--- src/rtl/core/hcc_pkg.sv ---
// ----------------------------------------------------------------------------
// hcc_pkg: shared definitions for the heater cycle controller
// Widths, register indexes, phase and cycle-end codes, and the structs that
// carry configuration, input items and results between the modules.
// ----------------------------------------------------------------------------
package hcc_pkg;

  // Counter and field widths
  localparam int TIME_BITS  = 27;
  localparam int LIMIT_W    = 27;
  localparam int TEMP_W     = 15;
  localparam int HYST_W     = 10;
  localparam int CMP_W      = (TIME_BITS > LIMIT_W) ? TIME_BITS : LIMIT_W;
  localparam int CFG_IDX_W  = 3;
  localparam int CFG_DATA_W = 27;

  // Configuration register indexes
  localparam logic [CFG_IDX_W-1:0] REG_THRESHOLD = 3'd0;
  localparam logic [CFG_IDX_W-1:0] REG_HYSTERESIS = 3'd1;
  localparam logic [CFG_IDX_W-1:0] REG_HEAT_LIMIT = 3'd2;
  localparam logic [CFG_IDX_W-1:0] REG_COOLDOWN  = 3'd3;
  localparam logic [CFG_IDX_W-1:0] REG_INTERVAL  = 3'd4;

  // Register reset values
  localparam logic signed [TEMP_W-1:0] THRESHOLD_RST  = 15'sd1670;
  localparam logic [HYST_W-1:0]        HYSTERESIS_RST = 10'd50;
  localparam logic [LIMIT_W-1:0]       HEAT_LIMIT_RST = 27'd300000;
  localparam logic [LIMIT_W-1:0]       COOLDOWN_RST   = 27'd300000;
  localparam logic [LIMIT_W-1:0]       INTERVAL_RST   = 27'd30000;

  // Item kind
  localparam logic FUNC_TICK   = 1'b0;
  localparam logic FUNC_REPORT = 1'b1;

  // Phase codes as seen on the result channel
  localparam logic [1:0] PHASE_IDLE = 2'd0;
  localparam logic [1:0] PHASE_READ = 2'd1;
  localparam logic [1:0] PHASE_WAIT = 2'd2;
  localparam logic [1:0] PHASE_COOL = 2'd3;

  // Cycle-end codes
  localparam logic [1:0] END_NONE   = 2'd0;
  localparam logic [1:0] END_THRESH = 2'd1;
  localparam logic [1:0] END_SENSOR = 2'd2;
  localparam logic [1:0] END_TIME   = 2'd3;

  typedef struct packed {
    logic signed [TEMP_W-1:0] target_centi;
    logic [HYST_W-1:0]        margin_centi;
    logic [LIMIT_W-1:0]       heat_limit_ms;
    logic [LIMIT_W-1:0]       cooldown_ms;
    logic [LIMIT_W-1:0]       interval_ms;
  } cfg_t;

  typedef struct packed {
    logic                     func;
    logic                     sensor_ok;
    logic signed [TEMP_W-1:0] temperature_centi;
  } item_t;

  typedef struct packed {
    logic       heater_enable;
    logic       measure_request;
    logic [1:0] phase;
    logic [1:0] cycle_end;
  } result_t;

endpackage

--- src/rtl/core/heater_cycle_controller_core.sv ---
// ----------------------------------------------------------------------------
// heater_cycle_controller_core: heater cycle sequencer top level
// Input register, sequencer and output register on stream channels.
// ----------------------------------------------------------------------------
// Each input transfer is a one millisecond tick (in_tuser = 0) or a sensor
// report (in_tuser = 1) and yields exactly one result: heater drive,
// measurement request, phase and cycle-end code. Items pass through an input
// register and an output register with the sequencer logic between them, so
// one item is taken per clock unless a low out_tready stalls the registers
// and with them the input. Each item waits in the input register, the
// sequencer moves its phase and counters on as the item leaves, and the
// result is held in the output register until taken. The user must write
// settings through the cfg port only while no item is in flight (not enforced).
module heater_cycle_controller_core (
  input  logic                             clk,
  input  logic                             rst_n,
  // Input stream
  input  logic                             in_tvalid,
  output logic                             in_tready,
  input  logic [15:0]                      in_tdata,  // [0] sensor_ok, [15:1] temperature_centi
  input  logic                             in_tuser,  // [0] func
  // Result stream
  output logic                             out_tvalid,
  input  logic                             out_tready,
  output logic [7:0]                       out_tdata, // [0] heater_enable,
                                                      // [1] measure_request,
                                                      // [3:2] phase, [5:4] cycle_end
  // Configuration writes
  input  logic                             cfg_valid,
  output logic                             cfg_ready,
  input  logic [hcc_pkg::CFG_IDX_W-1:0]    cfg_index,
  input  logic [hcc_pkg::CFG_DATA_W-1:0]   cfg_data
);

  hcc_pkg::cfg_t    cfg;
  hcc_pkg::item_t   s1_item_r;
  logic             s1_valid_r, s1_valid_nxt;
  logic             s1_take;
  logic             in_xfer;
  hcc_pkg::result_t seq_result;
  hcc_pkg::result_t out_r;
  logic             out_valid_r, out_valid_nxt;

  // Configuration
  assign cfg_ready = 1'b1;

  hcc_cfg_regs u_cfg (
    .clk      (clk),
    .rst_n    (rst_n),
    .wr_en    (cfg_valid && cfg_ready),
    .wr_index (cfg_index),
    .wr_data  (cfg_data),
    .cfg      (cfg)
  );

  // Input stage
  assign s1_take   = s1_valid_r && (!out_valid_r || out_tready);
  assign in_tready = !s1_valid_r || s1_take;
  assign in_xfer   = in_tvalid && in_tready;

  always_comb begin
    if (in_xfer) begin
      s1_valid_nxt = 1'b1;
    end else if (s1_take) begin
      s1_valid_nxt = 1'b0;
    end else begin
      s1_valid_nxt = s1_valid_r;
    end
  end

  always_ff @(posedge clk) begin
    if (!rst_n) begin
      s1_valid_r <= 1'b0;
    end else begin
      s1_valid_r <= s1_valid_nxt;
    end
  end

  always_ff @(posedge clk) begin
    if (in_xfer) begin
      s1_item_r.func              <= in_tuser;
      s1_item_r.sensor_ok         <= in_tdata[0];
      s1_item_r.temperature_centi <= signed'(in_tdata[15:1]);
    end
  end

  // Sequencer
  hcc_seq u_seq (
    .clk     (clk),
    .rst_n   (rst_n),
    .cfg     (cfg),
    .advance (s1_take),
    .item    (s1_item_r),
    .result  (seq_result)
  );

  // Output register
  always_comb begin
    if (s1_take) begin
      out_valid_nxt = 1'b1;
    end else if (out_tready) begin
      out_valid_nxt = 1'b0;
    end else begin
      out_valid_nxt = out_valid_r;
    end
  end

  always_ff @(posedge clk) begin
    if (!rst_n) begin
      out_valid_r <= 1'b0;
    end else begin
      out_valid_r <= out_valid_nxt;
    end
  end

  always_ff @(posedge clk) begin
    if (s1_take) begin
      out_r <= seq_result;
    end
  end

  assign out_tvalid = out_valid_r;
  assign out_tdata  = {2'b00, out_r.cycle_end, out_r.phase,
                       out_r.measure_request, out_r.heater_enable};

  // Checks
  a_heater_phase: assert property (@(posedge clk) disable iff (!rst_n)
    out_tvalid |-> (out_r.heater_enable ==
                    ((out_r.phase == hcc_pkg::PHASE_READ) ||
                     (out_r.phase == hcc_pkg::PHASE_WAIT))))
    else $error("heater drive does not match phase");

  a_req_read: assert property (@(posedge clk) disable iff (!rst_n)
    (out_tvalid && out_r.measure_request) |->
      (out_r.phase == hcc_pkg::PHASE_READ && out_r.cycle_end == hcc_pkg::END_NONE))
    else $error("measurement request outside a fresh reading phase");

  a_end_cool: assert property (@(posedge clk) disable iff (!rst_n)
    (out_tvalid && out_r.cycle_end != hcc_pkg::END_NONE) |->
      (out_r.phase == hcc_pkg::PHASE_COOL))
    else $error("cycle end without entering cooldown");

  a_no_idle_result: assert property (@(posedge clk) disable iff (!rst_n)
    out_tvalid |-> (out_r.phase != hcc_pkg::PHASE_IDLE))
    else $error("result left the sequencer in idle start");

endmodule

--- src/rtl/core/hcc_cfg_regs.sv ---
// ----------------------------------------------------------------------------
// hcc_cfg_regs: configuration register file
// Holds the five sequencer settings; one indexed write per transfer.
// ----------------------------------------------------------------------------
module hcc_cfg_regs (
  input  logic                             clk,
  input  logic                             rst_n,
  input  logic                             wr_en,
  input  logic [hcc_pkg::CFG_IDX_W-1:0]    wr_index,
  input  logic [hcc_pkg::CFG_DATA_W-1:0]   wr_data,
  output hcc_pkg::cfg_t                    cfg
);

  hcc_pkg::cfg_t cfg_r;
  hcc_pkg::cfg_t cfg_nxt;

  // Index decode; unused indexes are dropped
  always_comb begin
    cfg_nxt = cfg_r;
    if (wr_en) begin
      unique case (wr_index)
        hcc_pkg::REG_THRESHOLD:
          cfg_nxt.target_centi = signed'(wr_data[hcc_pkg::TEMP_W-1:0]);
        hcc_pkg::REG_HYSTERESIS:
          cfg_nxt.margin_centi = wr_data[hcc_pkg::HYST_W-1:0];
        hcc_pkg::REG_HEAT_LIMIT:
          cfg_nxt.heat_limit_ms = wr_data[hcc_pkg::LIMIT_W-1:0];
        hcc_pkg::REG_COOLDOWN:
          cfg_nxt.cooldown_ms = wr_data[hcc_pkg::LIMIT_W-1:0];
        hcc_pkg::REG_INTERVAL:
          cfg_nxt.interval_ms = wr_data[hcc_pkg::LIMIT_W-1:0];
        default: ;
      endcase
    end
  end

  always_ff @(posedge clk) begin
    if (!rst_n) begin
      cfg_r.target_centi  <= hcc_pkg::THRESHOLD_RST;
      cfg_r.margin_centi  <= hcc_pkg::HYSTERESIS_RST;
      cfg_r.heat_limit_ms <= hcc_pkg::HEAT_LIMIT_RST;
      cfg_r.cooldown_ms   <= hcc_pkg::COOLDOWN_RST;
      cfg_r.interval_ms   <= hcc_pkg::INTERVAL_RST;
    end else begin
      cfg_r <= cfg_nxt;
    end
  end

  assign cfg = cfg_r;

endmodule

--- src/rtl/core/hcc_seq.sv ---
// ----------------------------------------------------------------------------
// hcc_seq: heater cycle sequencer
// Phase state machine with saturating heating-time and wait counters. The
// result for the presented item is combinational; state moves on advance.
// ----------------------------------------------------------------------------
module hcc_seq (
  input  logic             clk,
  input  logic             rst_n,
  input  hcc_pkg::cfg_t    cfg,
  input  logic             advance,
  input  hcc_pkg::item_t   item,
  output hcc_pkg::result_t result
);

  localparam int TW = hcc_pkg::TEMP_W + 2;

  typedef enum logic [3:0] {
    ST_IDLE = 4'b0001,
    ST_READ = 4'b0010,
    ST_WAIT = 4'b0100,
    ST_COOL = 4'b1000
  } state_t;

  state_t                        state_r, state_nxt;
  logic [hcc_pkg::TIME_BITS-1:0] heat_r, heat_nxt;
  logic [hcc_pkg::TIME_BITS-1:0] wait_r, wait_nxt;

  logic [hcc_pkg::TIME_BITS-1:0] heat_inc;
  logic [hcc_pkg::TIME_BITS-1:0] wait_inc;
  logic                          is_tick;
  logic                          limit_zero;
  logic                          interval_done;
  logic                          cooldown_done;
  logic                          time_up;
  logic signed [TW-1:0]          stop_level;
  logic                          temp_high;
  logic                          req;
  logic [1:0]                    cend;

  // Saturating increments
  assign heat_inc = (heat_r == '1) ? heat_r : heat_r + hcc_pkg::TIME_BITS'(1);
  assign wait_inc = (wait_r == '1) ? wait_r : wait_r + hcc_pkg::TIME_BITS'(1);

  // Limit compares at a common width
  assign is_tick       = (item.func == hcc_pkg::FUNC_TICK);
  assign limit_zero    = (cfg.heat_limit_ms == '0);
  assign interval_done = hcc_pkg::CMP_W'(wait_inc) >= hcc_pkg::CMP_W'(cfg.interval_ms);
  assign cooldown_done = hcc_pkg::CMP_W'(wait_inc) >= hcc_pkg::CMP_W'(cfg.cooldown_ms);
  assign time_up       = hcc_pkg::CMP_W'(heat_inc) >= hcc_pkg::CMP_W'(cfg.heat_limit_ms);

  // Stop level = target - margin, two bits wider to avoid overflow
  assign stop_level = TW'(cfg.target_centi) - $signed(TW'(cfg.margin_centi));
  assign temp_high  = TW'(item.temperature_centi) >= stop_level;

  // Next state
  always_comb begin
    state_nxt = state_r;
    heat_nxt  = heat_r;
    wait_nxt  = wait_r;
    req       = 1'b0;
    cend      = hcc_pkg::END_NONE;
    unique case (state_r)
      ST_IDLE: begin
        heat_nxt = '0;
        wait_nxt = '0;
        if (limit_zero) begin
          state_nxt = ST_COOL;
          cend      = hcc_pkg::END_TIME;
        end else begin
          state_nxt = ST_READ;
          req       = 1'b1;
        end
      end
      ST_READ: begin
        if (is_tick) begin
          heat_nxt = heat_inc;
        end else begin
          wait_nxt = '0;
          if (!item.sensor_ok) begin
            state_nxt = ST_COOL;
            cend      = hcc_pkg::END_SENSOR;
          end else if (temp_high) begin
            state_nxt = ST_COOL;
            cend      = hcc_pkg::END_THRESH;
          end else begin
            state_nxt = ST_WAIT;
          end
        end
      end
      ST_WAIT: begin
        if (is_tick) begin
          heat_nxt = heat_inc;
          wait_nxt = wait_inc;
          if (interval_done) begin
            wait_nxt = '0;
            if (time_up) begin
              state_nxt = ST_COOL;
              cend      = hcc_pkg::END_TIME;
            end else begin
              state_nxt = ST_READ;
              req       = 1'b1;
            end
          end
        end
      end
      ST_COOL: begin
        if (is_tick) begin
          wait_nxt = wait_inc;
          if (cooldown_done) begin
            // New cycle starts on this same tick
            heat_nxt = '0;
            wait_nxt = '0;
            if (limit_zero) begin
              cend = hcc_pkg::END_TIME;
            end else begin
              state_nxt = ST_READ;
              req       = 1'b1;
            end
          end
        end
      end
      default: begin
        state_nxt = ST_IDLE;
      end
    endcase
  end

  // Result for the presented item
  always_comb begin
    result.measure_request = req;
    result.cycle_end       = cend;
    unique case (state_nxt)
      ST_IDLE: result.phase = hcc_pkg::PHASE_IDLE;
      ST_READ: result.phase = hcc_pkg::PHASE_READ;
      ST_WAIT: result.phase = hcc_pkg::PHASE_WAIT;
      ST_COOL: result.phase = hcc_pkg::PHASE_COOL;
      default: result.phase = hcc_pkg::PHASE_IDLE;
    endcase
    result.heater_enable = (state_nxt == ST_READ) || (state_nxt == ST_WAIT);
  end

  always_ff @(posedge clk) begin
    if (!rst_n) begin
      state_r <= ST_IDLE;
      heat_r  <= '0;
      wait_r  <= '0;
    end else if (advance) begin
      state_r <= state_nxt;
      heat_r  <= heat_nxt;
      wait_r  <= wait_nxt;
    end
  end

endmodule

--- config.mk ---
export PLATFORM = sky130hd
export DESIGN_NAME = heater_cycle_controller_core
export DESIGN_NICKNAME = d
export VERILOG_FILES = /design/src/rtl/core/hcc_pkg.sv /design/src/rtl/core/heater_cycle_controller_core.sv /design/src/rtl/core/hcc_cfg_regs.sv /design/src/rtl/core/hcc_seq.sv
export SDC_FILE = /design/constraint.sdc
export NUM_CORES = 1
export LEC_CHECK = 0
export BUFFER_PORTS_ARGS = -buffer_cell sky130_fd_sc_hd__buf_4
export CAP_MARGIN = 20
export CORE_MARGIN = 2
export CORE_UTILIZATION = 35
export DETAILED_ROUTE_END_ITERATION = 6
export GPL_ROUTABILITY_DRIVEN = 0
export RECOVER_POWER = 50
export SYNTH_ARGS = -nofsm -noshare
export SYNTH_HDL_FRONTEND = slang
export SYNTH_SLANG_ARGS = --single-unit
export TNS_END_PERCENT = 50
--- constraint.sdc ---
create_clock -name clk -period 5.6 [get_ports clk]
set_input_delay 0.56 -clock clk [delete_from_list [all_inputs] [get_ports clk]]
set_output_delay 0.56 -clock clk [all_outputs]
set_load 0.005 [all_outputs]
---- After elaboration in Yosys (flattened, before gate mapping) ----
Cells that the tools add are included.
word-level totals
  register bits ........................... 189
  input bits .............................. 52
operators by class
  add/subtract/negate cells ............... 3
  reductions and logical operators ........ 21
  magnitude comparators ................... 4
  equality and inequality tests ........... 18
  mux-type cells .......................... 45
operators with widths
  kind                     number
  $mux W27                 10
  $pmux W27 S4             1
  $ge A27 B27 Y1           3
  $pmux W27 S3             1
  $add A27 B1 Y27 const B  2
  $eq A27 B27 Y1 const B   2
  $mux W4                  10
  $logic_not A27 Y1        1
  $ge A15 B16 Y1           1
  $mux W2                  8
  $pmux W4 S4              1
  $sub A15 B11 Y16         1
  $mux W1                  11
  $reduce_and A2 Y1        5
  $reduce_and A5 Y1        2
  $eq A4 B2 Y1 const B     2
  $eq A4 B3 Y1 const B     2
  $eq A4 B4 Y1 const B     2
  $ne A2 B2 Y1 const B     4
  $pmux W2 S4              1
  $eq A3 B2 Y1 const B     2
  $pmux W2 S3              1
  $eq A4 B1 Y1 const B     1
  $reduce_bool A2 Y1       2
  11 further kinds         15

---- Depth between registers and ports, before layout ----
Gate-level depths: netlist (run 1).
  depth in word-level cells ............... 9
  mapped depth ............................ 19
  mapped depth without buffers ............ 19

---- Cells and area by module ----
A second synthesis (run 1) with hierarchy kept.
second synthesis, totals
  cells, all modules ...................... 1,316
  area total of the unflattened synthesis .. 11,507.3 um^2
by module, submodules not included
  module                        instances  cells an instance  area each (um^2)  seq. area each (um^2)
  hcc_seq                       1          885                6,593.8           1,161.1
  hcc_cfg_regs                  1          394                4,088.9           2,122.0
  heater_cycle_controller_core  1          37                 824.5             730.7

---- Worst setup path after synthesis (run 1) ----
Ideal clock, no wire load.
  path kind ............................... register -> register
  start point ............................. register u_cfg.cfg_r (netlist bit u_cfg.cfg[91])
  end point ............................... register out_r (netlist bit out_tdata[0]) (data pin)
  arrival ................................. 4.152 ns
  path buffers ............................ 0
  library setup time ...................... 0.282 ns
  stages on the path, launching flop included .. 20
  setup slack ............................. 1.166 ns
  path through ............................ dfxtp_1 > inv_1 > ha_1 > inv_1 > fa_1 > a21o_1 > a21oi_1 > o21ai_0 > a2111oi_0 > nor3_1 > a211oi_1 > xnor2_1 > ha_1 > nand4_1 > or2_1 > a211oi_1 > or4_1 > a32o_1 > a311oi_1 > nand3_1
RTL lines
  what                    RTL line                             text
  from (decl)             hcc_cfg_regs.sv:14                   hcc_pkg::cfg_t cfg_r;
  from (signal assigned)  hcc_cfg_regs.sv:45                   cfg_r <= cfg_nxt;
  to (signal assigned)    heater_cycle_controller_core.sv:118  out_r <= seq_result;
  to (decl)               heater_cycle_controller_core.sv:41   hcc_pkg::result_t out_r;

==> results of run 1 <==
-- synth_stat cells, drive strengths merged (25+ instances only) --
cell type	n
a21oi	132
clkbuf	45
dfxtp	166
ha	109
inv	114
nand2	259
nand3	48
nand4	34
nor2	63
nor3	25
o211ai	38
o21ai	38
xnor2	38
-- through the flow --
| stage | worst slack [ns] | std cells | power, mW | hold slack (ns) |
|---|---|---|---|---|
| 6_report | 0.628 | 1828 | 2.92 | 0.315 |
| 5_1_grt | 0.194 | 1828 | 3.03 | 0.304 |
| 4_1_cts | 0.634 | 1828 | 2.95 | 0.275 |
| 3_5_place_dp | 0.677 | 1796 | 1.73 | 0.447 |
| 3_3_place_gp | 0.746 | 1796 | 1.73 | 0.444 |
| 2_1_floorplan | 1.17 | 1388 | 1.62 | 0.436 |
-- sequential cells by signal, summed over array words and instances (netlist names) --
register and flops:
out_tdata 6, out_tvalid 1, s1_item_r 17, s1_valid_r 1
u_cfg.cfg 106, u_seq.heat_r 27, u_seq.state_r 4, u_seq.wait_r 27
-- critical path, delay by kind of cell (launching register included) --
family | cells | cell delay (ns)
AOI/OAI and AO/OA | 8 | 2.20
xor gates and xnor gates | 1 | 0.16
adders and majority gates | 3 | 0.81
buffers and inverters | 2 | 0.12
DFF | 1 | 0.32
and+or+nand+nor | 5 | 1.10
-- how the worst max path moves through the flow --
stage                             start      endpoint  slack (ns)
final                     u_cfg.cfg[91]  out_tdata[3]        0.63
after global routing      u_cfg.cfg[91]  out_tdata[0]        0.19
after CTS                 u_cfg.cfg[91]  out_tdata[0]        0.63
after detailed placement  u_cfg.cfg[91]  out_tdata[0]        0.68
after global placement    u_cfg.cfg[91]  out_tdata[3]        0.75
after floorplan           u_cfg.cfg[91]  out_tdata[0]        1.17
-- per-layer routing --
| metal | share of wire [%] | global-route usage [%] |
|---|---|---|
| met5 | 0 | 0 |
| met4 | 2.2 | 5.86 |
| met3 | 3.2 | 2.26 |
| met2 | 49 | 32.5 |
| met1 | 46 | 24.1 |
-- power groups by stage --
| stage | registers, mW | clock network, mW | logic (mW) |
|---|---|---|---|
| final | 1.43 | 1.22 | 0.268 |
| after global routing | 1.43 | 1.30 | 0.302 |
| after CTS | 1.43 | 1.25 | 0.271 |
| after detailed placement | 1.46 | 0 | 0.270 |
| after global placement | 1.46 | 0 | 0.266 |
| after floorplan | 1.45 | 0 | 0.171 |
-- cell type report --
type                    instances  area [um2]
inverters                     115         432
clock buffers                  17         425
repair buffers                 70         510
fillers                      3163       19100
well taps                     402         503
multi-input cells            1020        6550
clock inverters                15         148
flip-flops and latches        189        4010
-- logic make-up (layout without fill, tap and decap cells) --
family / after synthesis / after routing / share of synthesized area [%]
other: 2 / 3 / 0.0667
AO/OA/AOI/OAI: 322 / 322 / 18.9
multiplexers: 3 / 3 / 0.300
adder cells (fa/ha/maj): 110 / 110 / 12.3
buffers and inverters: 179 / 217 / 6.23
XOR/XNOR: 57 / 57 / 4.50
flip-flops: 189 / 189 / 35.6
AND/OR/NAND/NOR: 525 / 525 / 22.1
==> summary.md, run 1 <==
| Metric | Value |
|---|---|
| Die H | 183 um |
| Post-cts sizing count | 0 |
| Comb power frac | ~9% |
| YS warnings | 0 |
| Slew Limit Fails | roughly 140 |
| GR Overflow Total | 0 |
| Fmax | just over 200 MHz |
| RSZ-0062 raised after global routing | no |
| First-pass GRT wire length | ~50000 um |
| CP Max Fanout | 4 |
| Post-CTS Setup Bufs | 0 |
| CP cell instances | inv_1, ha_1, inv_1, fa_1, a21o_1, a21oi_1, o21ai_0, a2111oi_0, nor3_1, a211oi_1, xnor2_1, ha_1, nand4_1, or2_1, a211oi_1, or4_1, a32o_1, a311oi_1, nand3_1 |
| Total track usage | between 10% and 20% |
| Static Leak | about 5.0 nW |
| Status | complete, but fails checks |
| Primary FF master, synth | dfxtp_1 |
| Slew of the pin with the lowest slew margin | about 2.5 ns |
| Avg Cell Area, Syn | between 8 and 9 um2 |
| Num rows | 65 |
| Commonest non-fill, non-tap cell in the layout | nand2_1 |
| Area of the mapped netlist | 11300 um2 |
| Initial antenna violation count | 0 |
| Vias in the first global route | approximately 9500 |
| Clock slew at reported path FFs | about 0.08 ns |
| Area Overhead vs Synth | 11.8% |
| Hold depth | 1 |
| Worst Hold Launch | in_tdata[11] |
| Initial DRC Count | 694 |
| Most frequent cells in the layout | nand2_1 (258), dfxtp_1 (166), a21oi_1 (131) |
| DPL Wire Length | approximately 23000 um |
| DP Area | roughly 12000 um2 |
| Sw frac | between 20% and 30% |
| Psw | 0.787 mW |
| Max capacitance violation total | 3 |
| Fin area | 12600 um2 |
| Fin util | roughly 40% |
| Final Hold Fails | 0 |
| Post-CTS Hold Buffers | 0 |
| CTS tree | built |
| Diodes inserted | 0 |
| Hold endpoint | s1_item_r[10] |
| Pin count of the biggest net entering global routing | 52 |
| Failing checks | capacitance limit, slew limit |
| Cells after Synth | 1387 |
| FF-to-FF path depth | 19 |
| Yosys top cell area share | 29.5% |
| Clock Latency Late Sink | 0.44 ns |
| H-tree depth | 4 |
| Synth async-reset ratio | 0% |
| R2R Setup Slk | roughly 0.63 ns |
| # port buffers | 59 |
| CP Launch Type | flip-flop |
| Setup_tns | 0 ns |
| CP Data Required Time | 5.76 ns |
| Share of cells above drive strength 1 | 8.35% |
| Crit Reg-Reg Endpoint | out_tdata[3] |
| R2R Path Start | u_cfg.cfg[91] |
| DRC viols | 0 |
| Initial DRT Pass Iterations | 7 |
| Relative slew slack | -68.3% |
| CP Capture Type | flip-flop |
| Peak supply drop | approximately 0.19 mV |
| Synth unique cells | 79 |
| Vias/cell | about 5.4 |
| Core region area | roughly 32000 um2 |
| Num CTS Buffers | 17 |
| CTS root buffer | clkbuf_16 |
| Die X-Extent | between 150 and 200 um |
| Category of the most critical setup path | flip-flop to flip-flop |
| Clk_skew | ~0.013 ns |
| Initial core utilization | ~36% |
| Drt total wl | 30900 um |
| Final Setup Violations | 0 |
| Share of the yosys chip area belonging to registers | between 30% and 40% |
| Yosys top cell by area | dfxtp_1 |
| Area of the die | roughly 34000 um2 |
| Synth top area cells | dfxtp_1 (30%), ha_1 (12%), nand2_1 (8.6%), edfxtp_1 (6.1%), a21oi_1 (5.8%) |
| #FFs+latches synth | around 190 |
| Maximum buffer depth of the clock tree | 2 |
| Nets | 1575 |
| Clock power frac | between 40% and 50% |
| Total clock sinks | ~190 |
| Sequential Power Share | 49.0% |
| Crit path largest cell delay | ~0.58 ns |
| Internal | roughly 2.1 mW |
| Worst hold path type | input pin to flip-flop |
| # IOs | 63 |
| Post-synth EDFFs | 23 |
| Routed vias | about 9800 |
| Final period util | approximately nine tenths |
| Pwr dens | 232 nW/um2 |
| Slowest cell on crit path | a2111oi_0 |
| ANT nets after route | 0 |
| Fin crit period | between 4 and 5 ns |
| Worst Path Arrival | 5.13 ns |
| Drt wl/cell | about 17 um |
(Power assumes the default switching activity.)
==> inputs of run 2 (changes only) <==
RECOVER_POWER = unset   (was 50)
==> run 2 against run 1 <==
  * The flow now finishes without violations
  * Power rose by 0.14%
  * First-iteration DRC count rose by 4.6%
  * Sequential power barely moved
  * Core utilization barely moved
  * Clock skew barely moved
  * Non-clock buffer count did not move
  * Global-route usage did not move
  * Routed wire length rose by 0.17%
  * Maximum frequency rose by 0.25%
  * Cell area rose by 0.12%
  * Clock power barely moved
==> summary.md, run 2 (same netlist as run 1, synthesis figures left out) <==
| Metric | Value |
|---|---|
| Status | completed |
| ANT nets after route | 0 (unchanged) |
| Drt wl/cell | 16.9 um (+0.17%) |
| Relative slew slack | 33.6% (+100 points) |
| Commonest non-fill, non-tap cell in the layout | nand2_1 |
| # IOs | 63 (unchanged) |
| Slew of the pin with the lowest slew margin | 0.995 ns (-1.53 ns) |
| Setup_tns | 0 ns (unchanged) |
| CP Capture Type | flip-flop |
| Final Setup Violations | 0 (unchanged) |
| Slew Limit Fails | 0 (-100%) |
| H-tree depth | 4 (unchanged) |
| RSZ-0062 raised after global routing | no |
| Diodes inserted | 0 (unchanged) |
| Num rows | 65 (unchanged) |
| Num CTS Buffers | 17 (unchanged) |
| # port buffers | 59 (unchanged) |
| Category of the most critical setup path | flip-flop to flip-flop |
| DP Area | 12000 um2 (unchanged) |
| Clk_skew | 0.0127 ns (+0.0000361 ns) |
| CP Launch Type | flip-flop |
| Worst hold path type | input pin to flip-flop |
| FILL cells | 3157 (-0.19%) |
| Routed vias | 9879 (+0.36%) |
| Area Overhead vs Synth | 11.9% |
| Register Area | 4010 um2 (unchanged) |
| Most frequent cells in the layout | nand2_1 (258), dfxtp_1 (166), a21oi_1 (131) |
| Total track usage | 18.7% (unchanged) |
| Fin crit period | 4.96 ns (-0.0126 ns) |
| Vias/cell | 5.40 (+0.36%) |
| Clock slew at reported path FFs | 0.08 ns (about the same) |
| Post-CTS Setup Bufs | 0 (unchanged) |
| Area of the die | 33600 um2 (unchanged) |
| Die X-Extent | 183 um (unchanged) |
| Max capacitance violation total | 0 (-3) |
| Die H | 183 um (unchanged) |
| Final Hold Fails | 0 (unchanged) |
| CTS tree | built |
| Peak supply drop | 0.195 mV (+0.83%) |
| Pin count of the biggest net entering global routing | 52 (unchanged) |
| Maximum buffer depth of the clock tree | 2 (unchanged) |
| Initial antenna violation count | 0 (unchanged) |
| Initial DRT Pass Iterations | 5 (-2) |
| Drt total wl | 30900 um (+0.17%) |
| CTS root buffer | clkbuf_16 |
| Total clock sinks | 189 (unchanged) |
| Fin area | 12600 um2 (+0.12%) |
| Fmax | 202 MHz (+0.25%) |
| Core region area | 31600 um2 (unchanged) |
| Initial core utilization | 35.6% (unchanged) |
| CP Max Fanout | 4 (unchanged) |
| Pwr dens | 232 nW/um2 (about the same) |
| DPL Wire Length | 23300 um (unchanged) |
| GR Overflow Total | 0 (unchanged) |
| Final period util | 88.6% (-0.23 points) |
| Worst Path Arrival | 5.13 ns (about the same) |
| DRC viols | 0 (unchanged) |
| Post-cts sizing count | 0 (unchanged) |
| Static Leak | 5.06 nW (+0.44%) |
| Max FFs per register | 106 (unchanged) |
| Vias in the first global route | 9480 (unchanged) |
| Initial DRC Count | 726 (+4.6%) |
| Share of cells above drive strength 1 | 8.70% (+0.35 points) |
| Post-CTS Hold Buffers | 0 (unchanged) |
| First-pass GRT wire length | 49800 um (unchanged) |
| Clock Latency Late Sink | 0.44 ns (about the same) |
| CP Data Required Time | 5.77 ns (about the same) |
| Multi-input logic area | 6550 um2 (unchanged) |
| Nets | 1575 (unchanged) |
## run 2: cell types whose count changed in the layout (fill, tap and decap cells not counted), sizes merged
cell,before,now
clkbuf,45,17
inv,123,124
buf,42,70
clkinv,5,4
## run 2: layout make-up
type	count	share of cell area, %
clock buffer	17	3.38
sequential	189	31.9
multi-input combinational	1020	52.0
clock inverter	15	1.17
tap	402	3.99
inverter	115	3.43
timing repair buffer	70	4.17
## run 2: power by group
part | internal [mW] | total [mW] | switching, mW
clock network | 0.630 | 1.22 | 0.593
registers | 1.40 | 1.43 | 0.0266
logic | 0.100 | 0.270 | 0.170
total | 2.13 | 2.92 | 0.789
## run 2: path summary, 6_finish.rpt
path                      start            end  slack [ns]  cells after the start
setup / recovery  u_cfg.cfg[91]   out_tdata[0]        0.64                     19
hold / removal      in_tdata[5]   s1_item_r[4]        0.29                      1
setup reg to reg  u_cfg.cfg[91]   out_tdata[0]        0.64                     19
hold reg to reg   u_cfg.cfg[46]  u_cfg.cfg[46]        0.45                      2
## run 2: through the flow
| step | hold slack (ns) | instances | setup slack, ns | util [%] | total power, mW |
|---|---|---|---|---|---|
| floorplan | 0.436 | 1388 | 1.17 | - | 1.62 |
| CTS | 0.275 | 1828 | 0.634 | 39.8 | 2.95 |
| detailed placement | 0.447 | 1796 | 0.677 | 38.0 | 1.73 |
| global placement | 0.444 | 1796 | 0.746 | 38.0 | 1.73 |
| global route | 0.281 | 1828 | 0.194 | 39.8 | 3.04 |
| finish | 0.291 | 1828 | 0.641 | 39.8 | 2.92 |
## run 2: worst max-delay path: stages, from the launching register on
cell	delay, ns
dfxtp_1	0.32
inv_1	0.06
ha_1	0.16
inv_1	0.06
fa_1	0.39
a21o_1	0.17
a21oi_1	0.21
o21ai_0	0.15
a2111oi_0	0.58
nor3_1	0.17
a211oi_1	0.29
xnor2_1	0.16
ha_1	0.26
nand4_1	0.08
or2_1	0.16
a211oi_1	0.08
or4_1	0.55
a32o_1	0.27
a311oi_1	0.43
nand3_1	0.14
## run 2: routing by layer
metal	part of all wire, %	track usage (%)	vias to the layer above
met2	49	32.5	181
met4	2.4	5.86	0
met5	0	0	-
met3	3.1	2.26	40
met1	46	24.1	4696
li1	-	-	4962
